[config.mk]
export PLATFORM = sky130hd
export DESIGN_NAME = rbb_window
export DESIGN_NICKNAME = d
export VERILOG_FILES = /design/src/rbb_pkg.sv /design/src/rbb_window.sv
export SDC_FILE = /design/constraint.sdc
export NUM_CORES = 1
export LEC_CHECK = 0
export ABC_CLOCK_PERIOD_IN_PS = 4230
export BUFFER_PORTS_ARGS = -buffer_cell sky130_fd_sc_hd__buf_4
export CAP_MARGIN = 20
export CORE_ASPECT_RATIO = 1.25
export CORE_MARGIN = 5
export CORE_UTILIZATION = 44
export DETAILED_ROUTE_END_ITERATION = 7
export PLACE_DENSITY = 0.66
export SLEW_MARGIN = 15
export SYNTH_ARGS = -nofsm -noshare
export SYNTH_HDL_FRONTEND = slang
export SYNTH_SLANG_ARGS = --single-unit
[constraint.sdc]
create_clock -name clk -period 4.23 [get_ports clk]
set_input_delay 0.846 -clock clk [delete_from_list [all_inputs] [get_ports clk]]
set_output_delay 0.846 -clock clk [all_outputs]
set_load 0.05 [all_outputs]
[src/rbb_pkg.sv]
// rbb_pkg: shared types and constants for the RGB 5x5 box blur.
// No dependencies; used by rbb_window and rgb_box_blur_5x5.
package rbb_pkg;

    // Channel and register widths
    localparam int PIX_W        = 8;
    localparam int WIDTH_W      = 12;
    localparam int HEIGHT_W     = 13;
    localparam int CFG_DATA_W   = 13;

    // Register reset values
    localparam int WIDTH_RESET  = 640;
    localparam int HEIGHT_RESET = 480;

    // Configuration register indexes
    typedef enum logic [0:0] {
        REG_IMAGE_WIDTH  = 1'b0,
        REG_IMAGE_HEIGHT = 1'b1
    } cfg_index_t;

    // Control from the position stage to the window-sum units
    typedef struct packed {
        logic step;   // take in a new column this cycle
        logic clear;  // start of a row: drop the old columns first
    } win_ctrl_t;

endpackage

[src/rbb_window.sv]
// rbb_window: running window sum for one colour channel.
// Keeps one sum per window column; depends on rbb_pkg.
module rbb_window #(
    parameter int WINDOW_SIZE = 5,
    parameter int SUM_W       = 13
) (
    input  logic                                         clk,
    input  logic                                         rst_n,
    input  rbb_pkg::win_ctrl_t                           ctrl,
    input  logic [WINDOW_SIZE-1:0][rbb_pkg::PIX_W-1:0]   taps,
    input  logic [WINDOW_SIZE-1:0]                       tap_mask,
    output logic [SUM_W-1:0]                             win_sum
);

    localparam int COL_W = $clog2(WINDOW_SIZE * (2 ** rbb_pkg::PIX_W - 1) + 1);

    logic [COL_W-1:0] col_sum;
    logic [COL_W-1:0] col_reg  [WINDOW_SIZE];
    logic [COL_W-1:0] col_next [WINDOW_SIZE];
    logic [SUM_W-1:0] win_sum_reg;
    logic [SUM_W-1:0] win_sum_next;

    // Sum of the incoming column, out-of-image taps masked to zero
    always_comb
    begin
        col_sum = '0;
        for (int i = 0; i < WINDOW_SIZE; i++)
        begin
            if (tap_mask[i])
            begin
                col_sum = col_sum + COL_W'(taps[i]);
            end
        end
    end

    // Shift the column sums and update the window total
    always_comb
    begin
        for (int i = 0; i < WINDOW_SIZE; i++)
        begin
            col_next[i] = col_reg[i];
        end
        win_sum_next = win_sum_reg;
        if (ctrl.step)
        begin
            if (ctrl.clear)
            begin
                for (int i = 0; i < WINDOW_SIZE - 1; i++)
                begin
                    col_next[i] = '0;
                end
                win_sum_next = SUM_W'(col_sum);
            end
            else
            begin
                for (int i = 0; i < WINDOW_SIZE - 1; i++)
                begin
                    col_next[i] = col_reg[i + 1];
                end
                win_sum_next = win_sum_reg - SUM_W'(col_reg[0]) + SUM_W'(col_sum);
            end
            col_next[WINDOW_SIZE - 1] = col_sum;
        end
    end

    always_ff @(posedge clk or negedge rst_n)
    begin
        if (!rst_n)
        begin
            for (int i = 0; i < WINDOW_SIZE; i++)
            begin
                col_reg[i] <= '0;
            end
            win_sum_reg <= '0;
        end
        else
        begin
            for (int i = 0; i < WINDOW_SIZE; i++)
            begin
                col_reg[i] <= col_next[i];
            end
            win_sum_reg <= win_sum_next;
        end
    end

    assign win_sum = win_sum_reg;

endmodule

# Word level (Yosys, flattened, before mapping)
# Cells that the tools add are included.
# word_totals
regBits	68
in_bits	49
output_inout_bits	13
word_cells	19
# classes
n_addsub	6
n_mux	7
# op_table
op	count
11-bit by 8-bit adder with 11-bit output	4
11-bit two-way mux	4
44-bit two-way mux	1
13-bit by 11-bit adder with 13-bit output	1
13-bit two-way mux	1
13-bit by 11-bit subtractor with 13-bit output	1
8-bit two-way mux	1

# Depth between registers and ports, before layout
# depth
ltp_word	11
ltp_mapped	38
depth_no_buf	38

# Worst setup path before layout
# Ideal clock, no wire load.
# synth_path
path_kind	input port to flip-flop
startpoint	in taps[1] (netlist name)
endpoint	reg win_sum_reg[12], in the netlist win_sum[12]
setup_time_ns	0.126
arrival_time_ns	7.457
required_ns	4.104
slack_ns	-3.353
path_stages	36
cell_sequence	nand2_1 inv_1 ha_1 a21o_1 a21o_1 xor2_1 and3_1 or2_2 ha_1 o21a_1 o31a_1 a211oi_1 a21o_1 ha_1 o21a_1 o31a_1 a211oi_1 a21oi_1 inv_1 ha_1 or3_1 a41oi_1 nor2b_1 o21ai_0 a21oi_1 a211o_1 and3_4 fa_1 inv_1 ha_1 a21o_1 a31oi_1 o21ai_0 xnor2_1 nor3_1 a221o_1
# synth_via
elab_chain_len	11
# synth_lines
item	line_no	source
start, declared	rbb_window.sv:10	input logic [WINDOW_SIZE-1:0][rbb_pkg::PIX_W-1:0] taps,
8-bit two-way mux (*)	rbb_window.sv:29	if (tap_mask[i])
11-bit by 8-bit adder with 11-bit output	rbb_window.sv:31	col_sum = col_sum + COL_W'(taps[i]);
11-bit two-way mux (*)	rbb_window.sv:29	
11-bit by 8-bit adder with 11-bit output	rbb_window.sv:31	
11-bit two-way mux (*)	rbb_window.sv:29	
11-bit by 8-bit adder with 11-bit output	rbb_window.sv:31	
11-bit two-way mux (*)	rbb_window.sv:29	
11-bit by 8-bit adder with 11-bit output	rbb_window.sv:31	
11-bit two-way mux (*)	rbb_window.sv:29	
13-bit by 11-bit adder with 13-bit output (*)	rbb_window.sv:60	win_sum_next = win_sum_reg - SUM_W'(col_reg[0]) + SUM_W'(col_sum);
13-bit two-way mux (*)	rbb_window.sv:46	if (ctrl.clear)
end signal, assigned	rbb_window.sv:82	win_sum_reg <= win_sum_next;
end, declared	rbb_window.sv:20	logic [SUM_W-1:0] win_sum_reg;
# Mark *: on every way between the ends. The rest lies on a longest branch, timed or not.
# A chain may end at the register's enable or synchronous reset.

# Worst setup path in the final report
# layout_path
startpoint	in tap_mask[0]
endpoint	reg win_sum_reg[12], in the netlist win_sum[12]
# layout_via
elab_chain_len	11
# layout_lines
item	line_no	source
start, declared	rbb_window.sv:11	input logic [WINDOW_SIZE-1:0] tap_mask,
8-bit two-way mux (*)	rbb_window.sv:29	
11-bit by 8-bit adder with 11-bit output	rbb_window.sv:31	
11-bit two-way mux (*)	rbb_window.sv:29	
11-bit by 8-bit adder with 11-bit output	rbb_window.sv:31	
11-bit two-way mux (*)	rbb_window.sv:29	
11-bit by 8-bit adder with 11-bit output	rbb_window.sv:31	
11-bit two-way mux (*)	rbb_window.sv:29	
11-bit by 8-bit adder with 11-bit output	rbb_window.sv:31	
11-bit two-way mux (*)	rbb_window.sv:29	
13-bit by 11-bit adder with 13-bit output (*)	rbb_window.sv:60	
13-bit two-way mux (*)	rbb_window.sv:46	
# Marks and branches as above.

==> flow_summary.yaml <==
logic_synthesis:
  synth-edff-count: 0
  syn_nets: 740
  ys_seq_area_frac: 0.302
  ys_ff_latch: 68
  synth.avg_cell_area_um2: 8.92
  yosys.cell_types.count: 69
  netlist_area_um2: 5630
  synth-async-reset-ratio: 1.00
  ys.flop_type: "dfrtp_1"
  synth_cells: 631
  synth_warnings: 0
pwr:
  comb_power_share: 0.713
  p_int_mw: 3.50
  total_power_mw: 5.87
  pwr-share-clk: 0.135
  sw_frac_of_total: 0.403
  power_frac_seq: 0.152
  peakVddDrop_mv: 0.381
  p_per_area_nw_per_um2: 683
  leakagePower_nw: 3.87
  p_sw_mw: 2.37
floorplanning:
  rows: 46
  core_area_um2: 12600
  start_util: 0.447
  die_height_um: 136
  die_area_um2: 15200
  num_io_pins: 62
  die_x_um: 111
global_routing:
  track_usage: 0.207
  grt_max_degree: 69
  grt_pass1_vias: 5750
  overflow: 0
  antenna_found_initial: 0
  grt_pass1_wl_um: 26200
final_layout:
  n_fill_cell: 947
  fin_area_um2: 8600
  nets: 947
  area.growth.synth_to_final_pct: 52.7
  largest_reg_flops: 55
  fin_cells: 1010
  num_antenna_cells: 0
  layout-drive-gt1-share: 0.470
routing:
  finalWirelength_um: 15600
  route.detailed.drc: 0
  highest_layer: "met4"
  ant_nets: 0
  drt-pass1-iter-count: 7
  first_iter_violations: 176
  viasPerCell: 5.36
  drt-met1-wl_um: 6100
  wire_per_inst_um: 15.5
  met3_length_um: 556
  wl_met2_um: 8530
  num_vias: 5417
sta:
  setup_viol: 22
  clock.fmax_mhz: 141
  timing.hold.ws_ns: 0.476
  slew_headroom: 0.433
  finalHoldViolCount: 0
  fin_crit_ns: 7.11
  rsz0062_at_grt: "yes"
  clock_skew_ns: 0.00783
  finalWorstSetupSlack_ns: -2.88
  slew_violations: 0
  worst_pin_slew_ns: 0.851
  fin_crit_sh: 1.68
place:
  place.port_buffers: 61
  place_congestion: 0.841
  dp_hpwl_um: 11400
  dp_slack_ns: -3.43
  dpl_cell_area_um2: 7490
  dp_cells: 969
worst_setup_path:
  cp_max_fo: 4
  endpoint_kind: "register"
  cpMaxStageDelayCell: "fa_1"
  rrSetupSlack_ns: 0.91
  path_common_cell: "ha_4"
  cpPeakStageDelay_ns: 0.40
  start_kind: "input port"
  worstPathArrival_ns: 7.33
  r2r_end: "win_sum[9]$_DFFE_PN0P_"
  r2r_cells: 11
  crit_family: "compound AO/OA/AOI/OAI gates"
  r2r-start: "win_sum[1]$_DFFE_PN0P_"
  worst-path-buf-inv: 6
  path_class: "input port to register"
  cp_data_required_time_ns: 4.45
clock_tree:
  root_buffer: "clkbuf_16"
  htreeDepth: 3
  clk_latency_ns: 0.33
  cts_tree: "yes"
  cts_buffers: 9
  max-clock-path-buffers: 2
  cts_sinks: 68
  clk_pin_slew_ns: 0.06
hold_path:
  hold_class: "register to register"
  min_to: "col_reg[28]$_DFFE_PN0P_"
  hold_depth: 2
  worstHoldStart: "col_reg[28]$_DFFE_PN0P_"
outcome:
  outcome: "complete, but fails checks"
  violations: "setup timing"
run:
  drv_cap: 0
==> cell usage in the layout (no fill, tap or decap), drive strengths merged, types with 6 or more instances in the layout <==
cell	count
inv	70
a21o	11
xnor2	18
buf	221
or3	6
fa	15
nand2b	6
dfrtp	68
and2	6
nand2	42
nor2	48
clkbuf	9
nor3	8
ha	45
xor2	8
o31a	7
nand3b	25
o31ai	19
o21ai	61
mux2i	7
o21a	7
a211oi	10
mux2	16
nor2b	10
a21oi	42
==> repair_timing <==
action / in CTS / in global routing
endpoints found under the setup margin: 22 / 22
pin swaps: 49 / 50
hold buffers: 0 / 0
setup buffers: 20 / 9
resized for setup: 69 / 55
==> worst min-delay path, stage by stage (launching register included) <==
cell     delay [ns]
dfrtp_1        0.34
nand2_1        0.05
o31ai_1        0.05
==> power by group through the flow <==
stage | clock, mW | sequential [mW] | combinational (mW)
after floorplan | 0 | 1.07 | 2.05
after global routing | 0.835 | 0.909 | 4.53
after detailed placement | 0 | 0.903 | 3.41
final | 0.795 | 0.891 | 4.18
after CTS | 0.812 | 0.892 | 3.73
after global placement | 0 | 0.894 | 3.28
==> area by class of cell <==
| cell class | instances | area, um2 | share of cell area |
|---|---|---|---|
| Clock buffer | 9 | 225 | 0.0262 |
| Clock inverter | 6 | 88.8 | 0.0103 |
| Inverter | 70 | 263 | 0.0306 |
| Multi-Input combinational cell | 468 | 4380 | 0.510 |
| Sequential cell | 68 | 1700 | 0.198 |
| Tap cell | 168 | 210 | 0.0244 |
| Timing Repair Buffer | 221 | 1730 | 0.201 |
==> worst max path at each step <==
stage | to | cells past startpoint | start
4_1_cts | win_sum[12]$_DFFE_PN0P_ | 36 | tap_mask[0]
5_1_grt | win_sum[12]$_DFFE_PN0P_ | 38 | tap_mask[0]
3_5_place_dp | win_sum[12]$_DFFE_PN0P_ | 38 | tap_mask[0]
3_3_place_gp | win_sum[12]$_DFFE_PN0P_ | 38 | tap_mask[0]
2_1_floorplan | win_sum[12]$_DFFE_PN0P_ | 37 | taps[0]
6_report | win_sum[12]$_DFFE_PN0P_ | 36 | tap_mask[0]
==> through the flow <==
step | setup TNS, ns | utilization
final | -35.76 | 0.682
after global routing | -40.99 | 0.682
after CTS | -35.57 | 0.655
after detailed placement | -46.98 | 0.594
after global placement | -43.95 | 0.594
after floorplan | -29.59 | -
==> synthesized netlist by cell type (all sizes together), types with 2 or more instances <==
cell type / instances / area, um2
a41oi: 2 / 25.0
nand3: 5 / 25.0
o31a: 7 / 61.3
o21bai: 2 / 15.0
nand2b: 6 / 45.0
a2bb2oi: 2 / 17.5
o31ai: 19 / 161
clkbuf: 14 / 86.3
or3: 6 / 37.5
a211o: 4 / 35.0
nor2: 48 / 180
dlygate4sd3: 2 / 20.0
xnor2: 18 / 158
fa: 15 / 300
xor2: 8 / 70.1
mux2i: 7 / 70.1
a31oi: 5 / 31.3
nor3: 8 / 40.0
and3: 5 / 36.3
mux2: 16 / 188
buf: 9 / 53.8
o221ai: 2 / 17.5
nor2b: 10 / 62.6
o22ai: 4 / 25.0
o21ai: 61 / 317
o311a: 2 / 20.0
dfrtp: 68 / 1700
ha: 45 / 563
or2: 4 / 25.0
nand3b: 25 / 188
o311ai: 2 / 25.0
nand2: 42 / 160
a21o: 11 / 82.6
a21oi: 42 / 229
o21a: 7 / 52.6
a211oi: 10 / 75.1
inv: 69 / 259
and2: 6 / 38.8
==> cell families after synthesis <==
group,share of synthesized area
AND/OR/NAND/NOR,0.153
adder cells (fa/ha/maj),0.155
buffers and inverters,0.0751
multiplexers,0.0458
XOR/XNOR,0.0404
flip-flops,0.302
AO/OA/AOI/OAI,0.228
==> metal layers <==
metal  vias up  GRT usage
li1       2625          -
met5         -          0
met3        34     0.0356
met1      2638      0.234
met2       120      0.393
met4         0     0.0730
Power figures use the tool's default switching activity.
